## src/npp_pkg.sv

```systemverilog
`default_nettype none

package npp_pkg;

  // Store geometry
  localparam int unsigned POINT_DEPTH = 256;
  localparam int unsigned IDX_W       = $clog2(POINT_DEPTH);
  localparam int unsigned CNT_W       = $clog2(POINT_DEPTH + 1);

  // Field widths
  localparam int unsigned COORD_W  = 16;
  localparam int unsigned RADIUS_W = 15;
  localparam int unsigned PIDX_W   = 8;
  localparam int unsigned POINT_W  = 2 * COORD_W;
  localparam int unsigned DIFF_W   = COORD_W + 1;
  localparam int unsigned SQ_W     = 2 * COORD_W;
  localparam int unsigned DIST_W   = SQ_W + 1;

  localparam logic [RADIUS_W-1:0] RADIUS_RESET = RADIUS_W'(82);

  // Item commands
  localparam logic CMD_ADD  = 1'b0;
  localparam logic CMD_PICK = 1'b1;

  // Result status codes
  localparam logic [1:0] STATUS_ADDED  = 2'd0;
  localparam logic [1:0] STATUS_FULL   = 2'd1;
  localparam logic [1:0] STATUS_PICKED = 2'd2;
  localparam logic [1:0] STATUS_NONE   = 2'd3;

  // Request to the scan engine
  typedef struct packed {
    logic                       start;
    logic [CNT_W-1:0]           count;
    logic signed [COORD_W-1:0]  qx;
    logic signed [COORD_W-1:0]  qy;
    logic [DIST_W-1:0]          best;
  } scan_req_t;

  // Answer from the scan engine
  typedef struct packed {
    logic                       done;
    logic                       found;
    logic [IDX_W-1:0]           idx;
    logic signed [COORD_W-1:0]  x;
    logic signed [COORD_W-1:0]  y;
  } scan_rsp_t;

endpackage

`default_nettype wire

```

## src/npp_scan.sv

```systemverilog
`default_nettype none

module npp_scan (
  input  wire logic                             clk_i,
  input  wire logic                             rst_ni,
  input  wire npp_pkg::scan_req_t               req_i,
  output logic      [npp_pkg::IDX_W-1:0]        raddr_o,
  input  wire logic [npp_pkg::POINT_W-1:0]      rdata_i,
  output npp_pkg::scan_rsp_t                    rsp_o
);

  import npp_pkg::*;

  // Read issue
  logic             busy_q, busy_d;
  logic             issuing_q, issuing_d;
  logic [CNT_W-1:0] rd_cnt_q, rd_cnt_d;
  logic [CNT_W-1:0] n_q;
  logic [CNT_W-1:0] rd_next;

  // Query and running best
  logic signed [COORD_W-1:0] qx_q, qy_q;
  logic [DIST_W-1:0]         best_q, best_d;
  logic                      found_q, found_d;
  logic [IDX_W-1:0]          hit_idx_q, hit_idx_d;
  logic [COORD_W-1:0]        hit_x_q, hit_x_d, hit_y_q, hit_y_d;

  // Pipeline: v0 read data, v1 magnitudes, v2 squares
  logic               v0_q, v1_q, v2_q;
  logic [IDX_W-1:0]   idx0_q, idx1_q, idx2_q;
  logic [COORD_W-1:0] x1_q, y1_q, x2_q, y2_q;
  logic [DIFF_W-1:0]  ax1_q, ay1_q;
  logic [SQ_W-1:0]    sqx2_q, sqy2_q;

  logic [DIFF_W-1:0]   dx, dy, ax, ay;
  logic [2*DIFF_W-1:0] prod_x, prod_y;
  logic [DIST_W-1:0]   sq_dist;
  logic                drain_done;

  assign rd_next = rd_cnt_q + CNT_W'(1);
  assign raddr_o = rd_cnt_q[IDX_W-1:0];

  always_comb begin
    busy_d    = busy_q;
    issuing_d = issuing_q;
    rd_cnt_d  = rd_cnt_q;
    if (req_i.start) begin
      busy_d    = 1'b1;
      issuing_d = 1'b1;
      rd_cnt_d  = '0;
    end else if (issuing_q) begin
      rd_cnt_d = rd_next;
      if (rd_next == n_q) begin
        issuing_d = 1'b0;
      end
    end else if (drain_done) begin
      busy_d = 1'b0;
    end
  end

  assign drain_done = busy_q && !issuing_q && !v0_q && !v1_q && !v2_q;

  // Stage 1: coordinate differences and magnitudes
  always_comb begin
    dx = {rdata_i[COORD_W-1], rdata_i[COORD_W-1:0]} - {qx_q[COORD_W-1], qx_q};
    dy = {rdata_i[POINT_W-1], rdata_i[POINT_W-1:COORD_W]} - {qy_q[COORD_W-1], qy_q};
    ax = dx[DIFF_W-1] ? (~dx + DIFF_W'(1)) : dx;
    ay = dy[DIFF_W-1] ? (~dy + DIFF_W'(1)) : dy;
  end

  // Stage 2: squares
  assign prod_x = {{DIFF_W{1'b0}}, ax1_q} * {{DIFF_W{1'b0}}, ax1_q};
  assign prod_y = {{DIFF_W{1'b0}}, ay1_q} * {{DIFF_W{1'b0}}, ay1_q};

  // Stage 3: sum and strict compare against the running best
  assign sq_dist = {1'b0, sqx2_q} + {1'b0, sqy2_q};

  always_comb begin
    best_d    = best_q;
    found_d   = found_q;
    hit_idx_d = hit_idx_q;
    hit_x_d   = hit_x_q;
    hit_y_d   = hit_y_q;
    if (req_i.start) begin
      best_d  = req_i.best;
      found_d = 1'b0;
    end else if (v2_q && (sq_dist < best_q)) begin
      best_d    = sq_dist;
      found_d   = 1'b1;
      hit_idx_d = idx2_q;
      hit_x_d   = x2_q;
      hit_y_d   = y2_q;
    end
  end

  always_ff @(posedge clk_i or negedge rst_ni) begin
    if (!rst_ni) begin
      busy_q    <= 1'b0;
      issuing_q <= 1'b0;
      rd_cnt_q  <= '0;
      v0_q      <= 1'b0;
      v1_q      <= 1'b0;
      v2_q      <= 1'b0;
      found_q   <= 1'b0;
    end else begin
      busy_q    <= busy_d;
      issuing_q <= issuing_d;
      rd_cnt_q  <= rd_cnt_d;
      v0_q      <= issuing_q && !req_i.start;
      v1_q      <= v0_q;
      v2_q      <= v1_q;
      found_q   <= found_d;
    end
  end

  always_ff @(posedge clk_i) begin
    if (req_i.start) begin
      n_q  <= req_i.count;
      qx_q <= req_i.qx;
      qy_q <= req_i.qy;
    end
    best_q    <= best_d;
    hit_idx_q <= hit_idx_d;
    hit_x_q   <= hit_x_d;
    hit_y_q   <= hit_y_d;
    idx0_q    <= rd_cnt_q[IDX_W-1:0];
    idx1_q    <= idx0_q;
    x1_q      <= rdata_i[COORD_W-1:0];
    y1_q      <= rdata_i[POINT_W-1:COORD_W];
    ax1_q     <= ax;
    ay1_q     <= ay;
    idx2_q    <= idx1_q;
    x2_q      <= x1_q;
    y2_q      <= y1_q;
    sqx2_q    <= prod_x[SQ_W-1:0];
    sqy2_q    <= prod_y[SQ_W-1:0];
  end

  assign rsp_o.done  = drain_done;
  assign rsp_o.found = found_q;
  assign rsp_o.idx   = hit_idx_q;
  assign rsp_o.x     = hit_x_q;
  assign rsp_o.y     = hit_y_q;

endmodule

`default_nettype wire

```

## config.mk

```make
export PLATFORM = sky130hd
export DESIGN_NAME = npp_scan
export DESIGN_NICKNAME = d
export VERILOG_FILES = /design/src/npp_pkg.sv /design/src/npp_scan.sv
export SDC_FILE = /design/constraint.sdc
export NUM_CORES = 1
export LEC_CHECK = 0
export BUFFER_PORTS_ARGS = -buffer_cell sky130_fd_sc_hd__buf_2
export CORE_MARGIN = 2
export CORE_UTILIZATION = 50
export DETAILED_ROUTE_END_ITERATION = 10
export PLACE_DENSITY_LB_ADDON = 0.08
export SKIP_CTS_REPAIR_TIMING = 1
export SYNTH_ARGS = -nofsm -noshare
export SYNTH_HDL_FRONTEND = slang
export SYNTH_SLANG_ARGS = --single-unit
export TNS_END_PERCENT = 5
```

## constraint.sdc

```tcl
create_clock -name clk_i -period 5.4 [get_ports clk_i]
set_input_delay 0.81 -clock clk_i [delete_from_list [all_inputs] [get_ports clk_i]]
set_output_delay 0.81 -clock clk_i [all_outputs]
set_load 0.005 [all_outputs]
```

; Word level (Yosys, flattened, before mapping)
; Index checks and enable logic that the tools add are counted.
[op_classes]
n_bitwise = 3
addsub = 6
eq_ne = 2
n_mux = 14
n_reduce_logical = 16
n_lt_le_gt_ge = 1
n_mul = 2
[op_table]
columns = op, count
row1 = 33-bit 2-to-1 mux, 2
row2 = 17-bit by 17-bit multiplier with 32-bit output, 2
row3 = "17-bit by 1-bit adder with 17-bit output, second input constant", 2
row4 = 17-bit NOT, 2
row5 = 16-bit by 16-bit subtractor with 17-bit output, 2
row6 = 32-bit by 32-bit adder with 33-bit output, 1
row7 = 33-bit less-than comparator, 1
row8 = 16-bit 2-to-1 mux, 2
row9 = 9-bit 2-to-1 mux, 2
row10 = "9-bit by 1-bit adder with 9-bit output, second input constant", 1
row11 = 9-bit == test, 1
row12 = 1-bit 2-to-1 mux, 8
row13 = 1-bit logical AND, 6
row14 = 2-bit nonzero test, 3
row15 = 1-bit logical NOT, 5
row16 = 2-bit AND reduction, 2
row17 = "2-bit != test, second input constant", 1
row18 = 1-bit NOT, 1
[totals]
elab_cells = 71
ff_bits = 315
out_inout_bits = 50

; Longest topological paths before layout
; Gate-level depths: netlist of run 1.
[depth]
word_depth = 8
ltp_mapped = 24
depth_no_buf = 23

; Worst setup path after synthesis of run 1
; Ideal clock, no wire load.
[synth_path]
kind = register -> register
start = register ax1_q[10]
end = register sqx2_q[31]
n_path_buf = 2
t_required_ns = 5.328
slack_ns = -0.587
t_arrival_ns = 5.915
setup_time_ns = 0.072
stages_incl_launch_ff = 23
path_cell_list = dfxtp_1 clkbuf_1 nand2_1 fa_1 fa_1 inv_1 fa_1 fa_1 fa_1 inv_1 fa_1 inv_1 ha_1 clkbuf_1 a21oi_1 o211ai_1 a21oi_1 nor3b_1 a221o_1 a2111oi_0 o21ai_1 a21oi_1 xnor2_1
[synth_between]
elab_chain_len = 1
[synth_lines]
columns = item, line
row1 = from (decl), npp_scan.sv:32  ; logic [DIFF_W-1:0] ax1_q, ay1_q;
row2 = from (signal assigned), npp_scan.sv:130  ; ax1_q <= ax;
row3 = 17-bit by 17-bit multiplier with 32-bit output, npp_scan.sv:72  ; assign prod_x = {{DIFF_W{1'b0}}, ax1_q} * {{DIFF_W{1'b0}}, ax1_q};
row4 = named net prod_x[31], npp_scan.sv:36  ; logic [2*DIFF_W-1:0] prod_x, prod_y;
row5 = to (signal assigned), npp_scan.sv:135  ; sqx2_q <= prod_x[SQ_W-1:0];
row6 = to (decl), npp_scan.sv:33  ; logic [SQ_W-1:0] sqx2_q, sqy2_q;
; The timed path passes the listed nets, and every way through them passes these cells.
; A chain may end at the register's enable or synchronous reset.

; Worst setup path after layout of run 1
[layout_path]
start = register ax1_q[8]
end = register sqx2_q[31]
; The elaborated chain is that of the path after synthesis.

==> flow_metrics.env, run 1 <==
export IMPL_htree_levels=2
export IMPL_cp_cell_sequence="buf_4 -> and2_1 -> ha_1 -> xnor2_1 -> fa_1 -> fa_1 -> fa_1 -> fa_1 -> inv_1 -> fa_1 -> inv_1 -> ha_1 -> a21o_1 -> a21oi_1 -> o21ai_0 -> a221o_1 -> a2111oi_4 -> o21ai_1 -> a21oi_1 -> xnor2_1"
export IMPL_period_needed_ns=5.74
export IMPL_fin_worst_skew_ns=0.0354
export IMPL_synthFlopType="dfxtp_1"
export IMPL_dieArea_um2=59300
export IMPL_routedWlPerCell_um=15.3
export IMPL_grt_max_degree=47
export IMPL_worstSetupEndpoint="sqx2_q[31]$_DFF_P_"
export IMPL_tightest_slew_ns=0.755
export IMPL_setup_viol=22
export IMPL_dp_cells=3979
export IMPL_rrSetupSlack_ns=-0.34
export IMPL_ioPinCount=159
export IMPL_r2r_end="sqx2_q[31]$_DFF_P_"
export IMPL_syn2layout_area_growth_pct=18.6
export IMPL_gr_total_overflow=0
export IMPL_drt_iter0_drc=761
export IMPL_relSlewSlack_pct=49.5
export IMPL_fill_cells=4925
export IMPL_nets=4054
export IMPL_drt_wl_total_um=62000
export IMPL_clk_latency_ns=0.56
export IMPL_drive_gt1_share_pct=19.8
export IMPL_grt_pass1_vias=22100
export IMPL_worstPathArrival_ns=6.22
export IMPL_period_share_pct=106
export IMPL_syn_inst=2857
export IMPL_hold_path_class="primary input to async pin"
export IMPL_die_x_um=244
export IMPL_netlist_cell_type_count=82
export IMPL_path_class="flop to flop"
export IMPL_synthesis_nets=3648
export IMPL_drt_pass1_iter_count=5
export IMPL_cp_end_kind="flop"
export IMPL_synth_async_reset_ratio_pct=4.79
export IMPL_ys_ff_latch=313
export IMPL_cp_start_kind="flop"
export IMPL_fmax_mhz=174
export IMPL_final_cell_count_no_fill=4049
export IMPL_critPathRequiredTime_ns=5.88
export IMPL_fin_ws_ns=-0.335
export IMPL_status="complete, but fails checks"
export IMPL_place_area_um2=32500
export IMPL_coreArea_um2=56600
export IMPL_slowest_stage="fa_1"
export IMPL_violations="setup timing"
export IMPL_ys_warn_count=0
export IMPL_critPathMaxFanout=9
export IMPL_post_route_drc_count=0
export IMPL_numClockSinks=313
export IMPL_rsz0062_at_grt="yes"
export IMPL_drv_cap=0
export IMPL_postRouteAntennaNets=0
export IMPL_finalWeightedCongestion=0.865
export IMPL_r2r_start="ax1_q[8]$_DFF_P_"
export IMPL_antenna_found_initial=7
export IMPL_clkSlewWorstSetupHoldPaths_ns=0.06
export IMPL_rows=87
export IMPL_synth_top_area_share_pct=26.8
export IMPL_critical_path_max_stage_delay_ns=0.57
export IMPL_clockBufferDepth=3
export IMPL_fin_area_um2=34000
export IMPL_synth_enable_flop_cells=114
export IMPL_ys_seq_area_share_pct=26.1
export IMPL_tns_ns=-4.09
export IMPL_syn_mean_instance_area_um2=10.0
export IMPL_portBuffers=158
export IMPL_numCtsBuffers=36
export IMPL_cp_common_cell="fa_1"
export IMPL_initial_utilization_pct=50.7
export IMPL_synthTopCellsByArea="fa_1 (27%), ha_1 (13%), dfxtp_1 (13%), edfxtp_1 (12%), inv_1 (8.5%)"
export IMPL_fp_dieH_um=244
export IMPL_cts_tree="done"
export IMPL_drv_slew=0
export IMPL_grt_pass1_wl_um=105000
export IMPL_synth_area_um2=28700
export IMPL_yosys_area_top_type="fa_1"
export IMPL_reg2regPathDepth=20
export IMPL_vias=20300
export IMPL_startpoint="ax1_q[8]$_DFF_P_"
export IMPL_viasPerCell=5.01
export IMPL_cts_root_buffer="clkbuf_16"
export IMPL_hold_viol=0
export IMPL_dp_hpwl_um=52100
export IMPL_track_usage_pct=21.8
## synth_stat cells (11+ instances only)
cell	number
nor3_1	26
fa_1	384
nand2_1	194
a21oi_1	102
nand4_1	12
mux2_2	35
a211oi_1	18
ha_1	298
dfrtp_1	15
inv_1	647
nand2b_1	20
a21o_1	47
nor2b_1	17
nor2_1	126
edfxtp_1	114
o21bai_1	11
a31oi_1	18
and3_1	16
o21a_1	16
xor2_1	49
dfxtp_1	184
o21ai_1	16
nand3_1	32
o21ai_0	40
clkbuf_1	56
and2_1	114
xnor2_1	112
## worst max-delay path, delay by kind of cell (launching register included)
family	cells	cell delay, ns
AOI/OAI and AO/OA	7	1.39
xor gates and xnor gates	2	0.34
buffers and inverters	3	0.30
DFF	1	0.42
adders and majority gates	7	3.02
and+or+nand+nor	1	0.19
## registers in the layout, indices dropped and copies added (netlist names), 17 cells and up
name / flops
sqx2_q: 31
sqy2_q: 31
ax1_q: 17
ay1_q: 17
best_q: 33
## per-layer routing
metal	track usage (%)	up-vias	part of all wire, %	routed length (um)
met3	4.49	83	5.7	3510
met5	0	-	0.11	70
met4	4.38	10	1.7	1060
li1	-	9833	-	-
met2	37.8	354	49	30300
met1	28.2	10000	44	27100
## layout by cell type, fill, tap and decap left out, types with 9 or more instances in the layout
master / n
o21ai_0: 34
fa_1: 379
nand2b_1: 20
nor2b_1: 17
and3_1: 16
a211oi_1: 14
buf_4: 272
clkbuf_16: 37
a31oi_1: 16
nor2_1: 121
o21bai_1: 11
dfxtp_2: 9
nor3_1: 25
xnor2_1: 112
a21oi_2: 14
buf_2: 157
o21ai_1: 18
o211ai_1: 10
clkbuf_1: 9
nand3_1: 30
dfrtp_1: 15
dfxtp_4: 17
or3_1: 9
ha_1: 289
mux2_2: 35
inv_1: 643
edfxtp_1: 114
o21a_1: 15
nand4_1: 12
dfxtp_1: 158
xor2_1: 49
a21o_1: 47
nand2_1: 186
a21oi_1: 89
and2_1: 110
## logic make-up after synthesis
| family | count (synthesis) | synth area share [%] |
|---|---|---|
| AO/OA/AOI/OAI | 344 | 7.87 |
| AND/OR/NAND/NOR | 600 | 10.2 |
| multiplexers | 40 | 1.56 |
| buffers and inverters | 716 | 9.50 |
| XOR/XNOR | 162 | 5.01 |
| flip-flops | 313 | 26.1 |
| adder cells (fa/ha/maj) | 682 | 39.8 |
## final cells by class
cell class / count / area [um^2] / share of cell area [%]
repair buffers: 437 / 2960 / 8.70
flip-flops and latches: 313 / 7560 / 22.2
multi-input cells: 1828 / 18900 / 55.5
inverters: 647 / 2430 / 7.13
clock buffers: 50 / 1010 / 2.98
well taps: 756 / 946 / 2.78
clock inverters: 15 / 220 / 0.647
diodes: 3 / 7.51 / 0.0220
## worst min-delay path by stage
stage | startpoint | to | cells past startpoint
after floorplan | idx0_q[0]$_DFF_P_ | idx1_q[0]$_DFF_P_ | 0
after global placement | x1_q[5]$_DFF_P_ | x2_q[5]$_DFF_P_ | 0
after detailed placement | y1_q[12]$_DFF_P_ | y2_q[12]$_DFF_P_ | 0
after CTS | rst_ni | rd_cnt_q[8]$_DFFE_PN0P_ | 1
after global routing | rst_ni | busy_q$_DFFE_PN0P_ | 1
final | rst_ni | rd_cnt_q[7]$_DFFE_PN0P_ | 1
## metrics by stage
stage               hold slack (ns)  util (%)  worst slack, ns
finish                        0.147      60.1           -0.335
global route                  0.141      60.1           -0.634
CTS                           0.129      59.6           -0.608
detailed placement            0.312      57.4           -0.566
global placement              0.310      57.4           -0.516
floorplan                     0.310         -           -0.195
Power of run 1 is left out: the tool's default activity adds up to more than one toggle a clock period on the data nets, which glitch-free logic cannot reach.
==> inputs of run 2 (changes only) <==
Settings changed: BUFFER_PORTS_ARGS -buffer_cell sky130_fd_sc_hd__buf_2 to -buffer_cell sky130_fd_sc_hd__buf_4, CAP_MARGIN set to 5.
==> flow_metrics.env, run 2 (synthesis results as in run 1) <==
export IMPL_diodes=0
export IMPL_drv_cap=0
export IMPL_initial_utilization_pct=50.7
export IMPL_clk_latency_ns=0.56
export IMPL_regMostFlops="best_q"
export IMPL_vias=20400
export IMPL_die_x_um=244
export IMPL_reg2regPathDepth=23
export IMPL_numCtsBuffers=36
export IMPL_slowest_stage="fa_1"
export IMPL_antenna_found_initial=2
export IMPL_viasPerCell=5.03
export IMPL_setup_viol=21
export IMPL_dp_cells=3978
export IMPL_clockBufferDepth=3
export IMPL_drv_slew=0
export IMPL_hold_path_class="primary input to async pin"
export IMPL_htree_levels=2
export IMPL_critPathRequiredTime_ns=5.86
export IMPL_period_needed_ns=5.78
export IMPL_final_cell_count_no_fill=4049
export IMPL_use_met2_pct=37.3
export IMPL_numClockSinks=313
export IMPL_finalWeightedCongestion=0.893
export IMPL_critPathMaxFanout=5
export IMPL_r2r_end="sqx2_q[31]$_DFF_P_"
export IMPL_clkSlewWorstSetupHoldPaths_ns=0.06
export IMPL_cts_root_buffer="clkbuf_16"
export IMPL_final_common_cell="inv_1"
export IMPL_fp_dieH_um=244
export IMPL_rrSetupSlack_ns=-0.38
export IMPL_coreArea_um2=56600
export IMPL_grt_max_degree=55
export IMPL_violations="setup timing"
export IMPL_place_ws_ns=-0.575
export IMPL_gr_total_overflow=0
export IMPL_cts_tree="done"
export IMPL_post_route_drc_count=0
export IMPL_drt_iter0_drc=857
export IMPL_cp_start_kind="flop"
export IMPL_portBuffers=158
export IMPL_grt_pass1_vias=21900
export IMPL_r2r_start="ax1_q[7]$_DFF_P_"
export IMPL_routedWlPerCell_um=15.6
export IMPL_fmax_mhz=173
export IMPL_period_share_pct=107
export IMPL_rows=87
export IMPL_grtUsageMet3_pct=4.65
export IMPL_track_usage_pct=21.9
export IMPL_syn2layout_area_growth_pct=20.1
export IMPL_status="complete, but fails checks"
export IMPL_path_class="flop to flop"
export IMPL_dp_hpwl_um=52300
export IMPL_dieArea_um2=59300
export IMPL_relSlewSlack_pct=46.2
export IMPL_critical_path_max_stage_delay_ns=0.55
export IMPL_largest_reg_flops=33
export IMPL_cp_cell_sequence="buf_4 -> and2_1 -> fa_1 -> inv_1 -> fa_1 -> inv_1 -> ha_1 -> ha_1 -> fa_1 -> inv_1 -> fa_1 -> inv_1 -> ha_1 -> buf_4 -> a21oi_1 -> a21oi_2 -> a21oi_2 -> nor3b_2 -> a221o_1 -> a2111oi_4 -> o21ai_1 -> a21oi_2 -> xnor2_1"
export IMPL_busiest_layer="met2"
export IMPL_drt_wl_total_um=63300
export IMPL_nets=4056
export IMPL_postRouteAntennaNets=0
export IMPL_grt_pass1_wl_um=106000
export IMPL_cp_end_kind="flop"
export IMPL_final_cell_mix="inv_1 (645), buf_4 (428), fa_1 (378), ha_1 (287), nand2_1 (184)"
export IMPL_fin_ws_ns=-0.383
export IMPL_fin_worst_skew_ns=0.0308
export IMPL_grt_use_met1_pct=29.0
export IMPL_drive_gt1_share_pct=20.1
export IMPL_worstPathArrival_ns=6.24
export IMPL_top_regs="best_q x33, sqx2_q x31, sqy2_q x31"
export IMPL_hold_viol=0
export IMPL_rsz0062_at_grt="yes"
export IMPL_ioPinCount=159
export IMPL_tns_ns=-4.24
export IMPL_tightest_slew_ns=0.805
export IMPL_drt_pass1_iter_count=7
==> run 2: cell count changes in the layout (fill, tap and decap cells not counted), moves of 4 or more <==
cell and delta:
buf_2 -157, clkinvlp_4 +4, nor2_2 +4, buf_4 +156, a21oi_1 -4, dfxtp_2 -4, dfxtp_4 +4
==> run 2: area by class of cell <==
| type | instances | area, um^2 |
|---|---|---|
| fillers | 4824 | 22100 |
| inverters | 647 | 2430 |
| repair buffers | 439 | 3380 |
| well taps | 756 | 946 |
| multi-input cells | 1828 | 18900 |
| clock inverters | 17 | 208 |
| clock buffers | 49 | 1010 |
| flip-flops and latches | 313 | 7570 |
==> run 2: per-stage QoR <==
step | util, % | cell area (um^2) | hold slack [ns]
4_1_cts | 60.3 | 34100 | 0.0753
6_report | 60.9 | 34500 | 0.102
5_1_grt | 60.9 | 34500 | 0.0908
3_3_place_gp | 58.1 | 32900 | 0.310
3_5_place_dp | 58.1 | 32900 | 0.312
2_1_floorplan | - | 29200 | 0.310
==> run 2: how the worst max path moves through the flow <==
stage,start,endpoint,cells past startpoint
4_1_cts,ax1_q[6]$_DFF_P_,sqx2_q[31]$_DFF_P_,20
6_report,ax1_q[7]$_DFF_P_,sqx2_q[31]$_DFF_P_,23
3_3_place_gp,ax1_q[6]$_DFF_P_,sqx2_q[31]$_DFF_P_,20
5_1_grt,ax1_q[4]$_DFF_P_,sqx2_q[29]$_DFF_P_,23
2_1_floorplan,ax1_q[2]$_DFF_P_,sqx2_q[31]$_DFF_P_,22
3_5_place_dp,ax1_q[6]$_DFF_P_,sqx2_q[31]$_DFF_P_,20
==> run 2: metal layers <==
layer | vias up | wire, um
met5 | - | 27
met4 | 4 | 1050
met3 | 84 | 3920
met2 | 418 | 30200
met1 | 10100 | 28000
li1 | 9814 | -
==> run 2: critical path, delay by kind of cell (launching register included) <==
kind | cells | cell delay (ns)
adders and majority gates | 7 | 2.89
AOI/OAI and AO/OA | 7 | 1.57
buffers and inverters | 6 | 0.50
DFF | 1 | 0.36
and+or+nand+nor | 2 | 0.26
xor gates and xnor gates | 1 | 0.13
Power of run 2 is left out for the same reason.
